[config.mk]
export PLATFORM = sky130hd
export DESIGN_NAME = mspf_meas
export DESIGN_NICKNAME = d
export VERILOG_FILES = /design/src/rtl/mspf_pkg.sv /design/src/rtl/mspf_meas.sv
export SDC_FILE = /design/constraint.sdc
export NUM_CORES = 1
export LEC_CHECK = 0
export ABC_AREA = 1
export BUFFER_PORTS_ARGS = -buffer_cell sky130_fd_sc_hd__buf_2
export CAP_MARGIN = 20
export CORE_MARGIN = 4
export CORE_UTILIZATION = 35
export CTS_CLUSTER_DIAMETER = 60
export DETAILED_ROUTE_END_ITERATION = 8
export PLACE_DENSITY = 0.61
export SLEW_MARGIN = 20
export SYNTH_ARGS = -nofsm -noshare
export SYNTH_HDL_FRONTEND = slang
export SYNTH_SLANG_ARGS = --single-unit
[constraint.sdc]
create_clock -name clk_i -period 20.2 [get_ports clk_i]
set_input_delay 5.05 -clock clk_i [delete_from_list [all_inputs] [get_ports clk_i]]
set_output_delay 5.05 -clock clk_i [all_outputs]
set_load 0.005 [all_outputs]
[src/rtl/mspf_pkg.sv]
// Shared types and constants for the motor speed PID/feedforward regulator.
// Used by every module under rtl/; depends on nothing else.
package mspf_pkg;

  localparam int unsigned DEF_CHANNELS       = 4;
  localparam int unsigned DEF_COUNTS_PER_REV = 1560;

  localparam int unsigned CH_W     = 2;
  localparam int unsigned CH_SLOTS = 1 << CH_W;

  // input register, three measurement stages, two integrator stages,
  // three drive stages (the last is the result register)
  localparam int unsigned STAGES = 9;

  localparam logic [3:0] SIGN_MASK_RST = 4'hF;
  localparam logic [9:0] OUT_LIMIT_RST = 10'd300;
  localparam logic [9:0] OUT_LIMIT_MAX = 10'd1000;

  typedef enum logic {
    REG_SIGN_MASK = 1'b0,
    REG_OUT_LIMIT = 1'b1
  } mspf_reg_e;

  typedef struct packed {
    logic [CH_W-1:0]    ch;
    logic               clr;
    logic signed [7:0]  tgt;
    logic signed [15:0] enc;
  } mspf_in_t;

  typedef struct packed {
    logic [CH_W-1:0]    ch;
    logic               clr;
    logic signed [15:0] cps;
    logic [22:0]        tprod;
    logic               tneg;
  } mspf_m1_t;

  typedef struct packed {
    logic [CH_W-1:0]    ch;
    logic               clr;
    logic signed [15:0] cps;
    logic [15:0]        rpm_mag;
    logic [17:0]        tq;
    logic               tneg;
  } mspf_m2_t;

  typedef struct packed {
    logic [CH_W-1:0]    ch;
    logic               clr;
    logic signed [15:0] cps;
    logic signed [11:0] rpm;
    logic signed [15:0] tc;
    logic signed [16:0] e;
  } mspf_m3_t;

  typedef struct packed {
    logic [CH_W-1:0]    ch;
    logic               clr;
    logic signed [15:0] cps;
    logic signed [11:0] rpm;
    logic signed [16:0] e;
    logic signed [27:0] inc;
    logic signed [22:0] a0;
  } mspf_m4_t;

  typedef struct packed {
    logic               ok;
    logic signed [15:0] cps;
    logic signed [11:0] rpm;
    logic signed [22:0] a0;
    logic signed [16:0] prev;
    logic signed [26:0] inew;
  } mspf_m5_t;

  typedef struct packed {
    logic               ok;
    logic signed [15:0] cps;
    logic signed [11:0] rpm;
    logic signed [22:0] f;
    logic               gz;
  } mspf_d6_t;

  typedef struct packed {
    logic               ok;
    logic signed [15:0] cps;
    logic signed [11:0] rpm;
    logic [16:0]        qu;
    logic [23:0]        u;
    logic               neg;
    logic               gz;
  } mspf_d7_t;

endpackage

[src/rtl/mspf_meas.sv]
// Measurement and target conversion: counts/s with saturation, rpm rounded,
// target in counts/s, speed error. Three register stages. Uses mspf_pkg.
module mspf_meas #(
  parameter int unsigned COUNTS_PER_REV = mspf_pkg::DEF_COUNTS_PER_REV
) (
  input  logic              clk_i,
  input  logic [2:0]        ld_i,
  input  mspf_pkg::mspf_in_t in_i,
  input  logic [3:0]        sign_mask_i,
  output mspf_pkg::mspf_m3_t out_o
);
  import mspf_pkg::*;

  // exact floor(n/d) by multiply with ceil(2^(w+l)/d), l = clog2(d)
  localparam int unsigned RpmShift = 21 + $clog2(COUNTS_PER_REV);
  localparam logic [22:0] RpmRecip =
    23'(((64'd1 << RpmShift) + 64'(COUNTS_PER_REV) - 64'd1) / 64'(COUNTS_PER_REV));
  localparam logic [20:0] RpmHalf  = 21'(COUNTS_PER_REV / 2);
  localparam int unsigned TgtShift = 29;
  localparam logic [23:0] TgtRecip = 24'd8947849;  // ceil(2^29 / 60)

  mspf_m1_t m1_q, m1_d;
  mspf_m2_t m2_q, m2_d;
  mspf_m3_t m3_q, m3_d;

  logic signed [16:0] a;
  logic signed [21:0] p;
  logic [7:0]         tmag;
  logic [15:0]        mag;
  logic [20:0]        nr;
  logic [43:0]        rprod;
  logic [46:0]        tprod_m;

  // stage 1: sign, scale to counts/s, saturate; target magnitude times CPR
  always_comb begin
    a = 17'(in_i.enc);
    if (sign_mask_i[in_i.ch]) begin
      a = -a;
    end
    p = 22'(a) * 22'sd50;
    m1_d.ch  = in_i.ch;
    m1_d.clr = in_i.clr;
    if (p > 22'sd32767) begin
      m1_d.cps = 16'sh7FFF;
    end else if (p < -22'sd32768) begin
      m1_d.cps = 16'sh8000;
    end else begin
      m1_d.cps = 16'(p);
    end
    tmag        = in_i.tgt[7] ? 8'(-in_i.tgt) : 8'(in_i.tgt);
    m1_d.tneg   = in_i.tgt[7];
    m1_d.tprod  = 23'(tmag) * 23'(COUNTS_PER_REV);
  end

  // stage 2: both constant divisions
  always_comb begin
    mag     = m1_q.cps[15] ? 16'(-m1_q.cps) : 16'(m1_q.cps);
    nr      = (21'(mag) << 6) - (21'(mag) << 2) + RpmHalf;
    rprod   = 44'(nr) * 44'(RpmRecip);
    tprod_m = 47'(m1_q.tprod) * 47'(TgtRecip);
    m2_d.ch      = m1_q.ch;
    m2_d.clr     = m1_q.clr;
    m2_d.cps     = m1_q.cps;
    m2_d.rpm_mag = 16'(rprod >> RpmShift);
    m2_d.tq      = 18'(tprod_m >> TgtShift);
    m2_d.tneg    = m1_q.tneg;
  end

  // stage 3: signs and saturation, error
  always_comb begin
    m3_d.ch  = m2_q.ch;
    m3_d.clr = m2_q.clr;
    m3_d.cps = m2_q.cps;
    if (m2_q.cps[15]) begin
      m3_d.rpm = (m2_q.rpm_mag > 16'd2048) ? 12'sh800 : -12'(m2_q.rpm_mag);
    end else begin
      m3_d.rpm = (m2_q.rpm_mag > 16'd2047) ? 12'sh7FF : 12'(m2_q.rpm_mag);
    end
    if (m2_q.tneg) begin
      m3_d.tc = (m2_q.tq > 18'd32768) ? 16'sh8000 : -16'(m2_q.tq);
    end else begin
      m3_d.tc = (m2_q.tq > 18'd32767) ? 16'sh7FFF : 16'(m2_q.tq);
    end
    m3_d.e = 17'(m3_d.tc) - 17'(m2_q.cps);
  end

  always_ff @(posedge clk_i) begin
    if (ld_i[0]) begin
      m1_q <= m1_d;
    end
    if (ld_i[1]) begin
      m2_q <= m2_d;
    end
    if (ld_i[2]) begin
      m3_q <= m3_d;
    end
  end

  assign out_o = m3_q;

endmodule

==> flow_summary.ini <==
[run_status]
outcome = complete, no violations

[synthesis]
synth-seq-cells = 145
netlist_instances = 2043
yosys.area.top_type_share_pct = 27.1
netlist_top_cells_area = sky130_fd_sc_hd__ha_1 (27%), sky130_fd_sc_hd__edfxtp_1 (24%), sky130_fd_sc_hd__fa_1 (11%)
postSynth.topFlopCell = sky130_fd_sc_hd__edfxtp_1
asyncSetResetFlopFracSynth_pct = 0
synth_enable_flop_cells = 145
netlist-cell-type-count = 48
syn-cell-area_um2 = 18100
net_count_synth = 2573
synth.yosys.seq_area_share_pct = 24.1
synth-warning-count = 0
synth_most_common_cell = sky130_fd_sc_hd__inv_1
synth_commonest_cells = sky130_fd_sc_hd__inv_1 (421), sky130_fd_sc_hd__ha_1 (392), sky130_fd_sc_hd__nand2_1 (295)
synth.largest_area_cell = sky130_fd_sc_hd__ha_1
syn_area_per_cell_um2 = 8.85

[global_route]
number_of_global_route_vias_before_repair = 14400
grt_start_max_net_pins = 65
antenna_found_initial = 1
grt_first_pass_wirelength_um = 70400
grt-ovfl-total = 0
gr_util_all_layers_pct = 15.2

[place]
dp_hpwl_um = 35800
finalWeightedCongestion = 0.874
post_dp_cell_area_um2 = 19400
numPortBuffers = 98

[drt]
drcViolationCount = 0
post_drt_wl_per_cell_um = 14.4
vias = 13700
first_pass_iters = 5
wl_um = 40900
drtAntennaViolNets = 0
dr.first_iter.drc_count = 623
routed_via_density = 4.82

[floorplan]
start_util_pct = 35.3
core_area_um2 = 51200
rows = 83
design.die.area_um2 = 55400
die_w_um = 235
dieHeight_um = 235
top_level_ports = 99

[finish]
fill_cells = 5132
final_nets = 2683
syn_to_final_growth_pct = 10.7
post_route_cells_drive_above_1_share_pct = 7.71
cell_area_after_layout_um2 = 20000
antenna_cells_inserted = 0

[cts]
clk_pin_slew_ps = 60
clkLatencyLatePin_ps = 440
cts-htree-levels = 4
numCtsBuffers = 17
tritoncts = done
cts.repair.resized = 0
post-cts-setup-buffer-count = 0
cts_hold_repair.buffers = 0
ctsRootBufferMaster = sky130_fd_sc_hd__clkbuf_16
cts.sink_count = 145
max-clock-path-buffers = 2

[worst_hold_path]
hold_path_end = m2_q[53]
hold_wc_startpoint = m1_q[42]
min_delay_path_depth = 0
timing.hold.worst.class = reg2reg

[sta]
clock_skew_ps = 14.6
slew_headroom_pct = 27.1
drv_slew = 0
final-hold-violation-count = 0
final_min_period_over_clock_period_pct = 45.7
post-route-min-period_ps = 9240
setup_repair_after_global_routing_missed_its_margin = false
timing.final.setup_violations = 0
tightest_slew_ps = 1090
max_clock_freq_mhz = 108
totalNegativeSetupSlack_ps = 0
timing.hold.ws_ps = 423

[flow_run]
drv.max_cap_violation_count = 0

[worst_setup_path]
path_class = in2reg
worstSetupStartpointType = input port
worst_r2r_path_depth = 42
worst_path_arrival_ps = 9410
r2r_start = m1_q[24]
cp-startpoint = in_i[0]
crit_fanout = 15
crit-reg2reg-capture = m2_q[26]
crit_required_ps = 20370
rrSetupSlack_ps = 11060
critPathCaptureType = flop
## logic make-up (layout without fill, tap and decap cells)
kind of cell | after synthesis | count (layout) | share of synthesized area, %
XOR/XNOR | 131 | 131 | 6.39
AO/OA/AOI/OAI | 260 | 260 | 8.20
AND/OR/NAND/NOR | 573 | 573 | 13.6
buffers and inverters | 439 | 561 | 9.22
adder cells (fa/ha/maj) | 495 | 495 | 38.5
flip-flops | 145 | 145 | 24.1
## state kept, by name, indices dropped and copies added (netlist names)
register  cells
m1_q         36
m2_q         45
out_o        64
## critical path, stage by stage
cell	delay, ps
sky130_fd_sc_hd__buf_2	120
sky130_fd_sc_hd__inv_1	80
sky130_fd_sc_hd__ha_1	170
sky130_fd_sc_hd__nand2_1	110
sky130_fd_sc_hd__nor3_4	270
sky130_fd_sc_hd__nand2_1	110
sky130_fd_sc_hd__nand2_1	90
sky130_fd_sc_hd__xor2_1	250
sky130_fd_sc_hd__inv_1	110
sky130_fd_sc_hd__ha_1	290
sky130_fd_sc_hd__inv_1	50
sky130_fd_sc_hd__fa_1	520
sky130_fd_sc_hd__inv_1	40
sky130_fd_sc_hd__ha_1	290
sky130_fd_sc_hd__ha_1	320
sky130_fd_sc_hd__nand2_1	80
sky130_fd_sc_hd__nor3_1	230
sky130_fd_sc_hd__nand2_1	90
sky130_fd_sc_hd__nand2_1	130
sky130_fd_sc_hd__nand2_1	60
sky130_fd_sc_hd__a21oi_1	180
sky130_fd_sc_hd__xnor2_1	170
sky130_fd_sc_hd__nand2_1	70
sky130_fd_sc_hd__nor2_1	90
sky130_fd_sc_hd__nand4_1	100
sky130_fd_sc_hd__nand3_2	240
sky130_fd_sc_hd__nand2_1	100
## worst max-delay path by stage
stage                     to
floorplan           m1_q[30]
global placement    m1_q[29]
detailed placement  m1_q[25]
CTS                 m1_q[25]
global route        m2_q[26]
finish              m1_q[25]
## metrics by stage
step	instances	setup WS, ps	util (%)
final	2845	10960	39.1
after CTS	2845	10980	39.1
after global routing	2845	10410	39.1
after floorplan	2043	11040	-
after detailed placement	2814	10540	37.9
after global placement	2814	10630	37.9
## cell usage in the layout (no fill, tap or decap), types with 5 or more instances in the layout
cell type,instances
sky130_fd_sc_hd__inv_1,421
sky130_fd_sc_hd__ha_1,392
sky130_fd_sc_hd__nand2_1,295
sky130_fd_sc_hd__edfxtp_1,145
sky130_fd_sc_hd__a21oi_1,126
sky130_fd_sc_hd__nor2_1,126
sky130_fd_sc_hd__fa_1,103
sky130_fd_sc_hd__buf_2,98
sky130_fd_sc_hd__xor2_1,97
sky130_fd_sc_hd__nand3_1,61
sky130_fd_sc_hd__o21ai_0,60
sky130_fd_sc_hd__nor3_1,34
sky130_fd_sc_hd__xnor2_1,33
sky130_fd_sc_hd__clkbuf_16,17
sky130_fd_sc_hd__nand4_1,14
sky130_fd_sc_hd__nand2_2,14
sky130_fd_sc_hd__o21bai_1,10
sky130_fd_sc_hd__inv_2,9
sky130_fd_sc_hd__nor4_1,9
sky130_fd_sc_hd__o31ai_1,9
sky130_fd_sc_hd__a21o_1,8
sky130_fd_sc_hd__o21ai_1,7
sky130_fd_sc_hd__o211ai_1,6
sky130_fd_sc_hd__a211oi_1,6
sky130_fd_sc_hd__nand3b_1,5
sky130_fd_sc_hd__a31oi_1,5
sky130_fd_sc_hd__or2_2,5
## metal layers
layer  part of all wire [%]  vias up  global-route usage (%)
met5                      0        -                       0
met2                     49      219                    27.2
met4                    1.4        0                    3.08
met1                     46     6468                    19.8
met3                    3.3       40                    1.92
li1                       -     6981                       -
## cell type report
cell class	count	area [µm²]	area share, %
Clock buffer	17	425	2.13
Clock inverter	14	200	1.00
Inverter	431	1620	8.09
Multi-Input combinational cell	1459	12100	60.3
Sequential cell	145	4350	21.8
Tap cell	680	851	4.25
Timing Repair Buffer	99	498	2.49
Power is not shown: default switching activity piles up to over one toggle a cycle in this logic, so the estimate is an artifact.
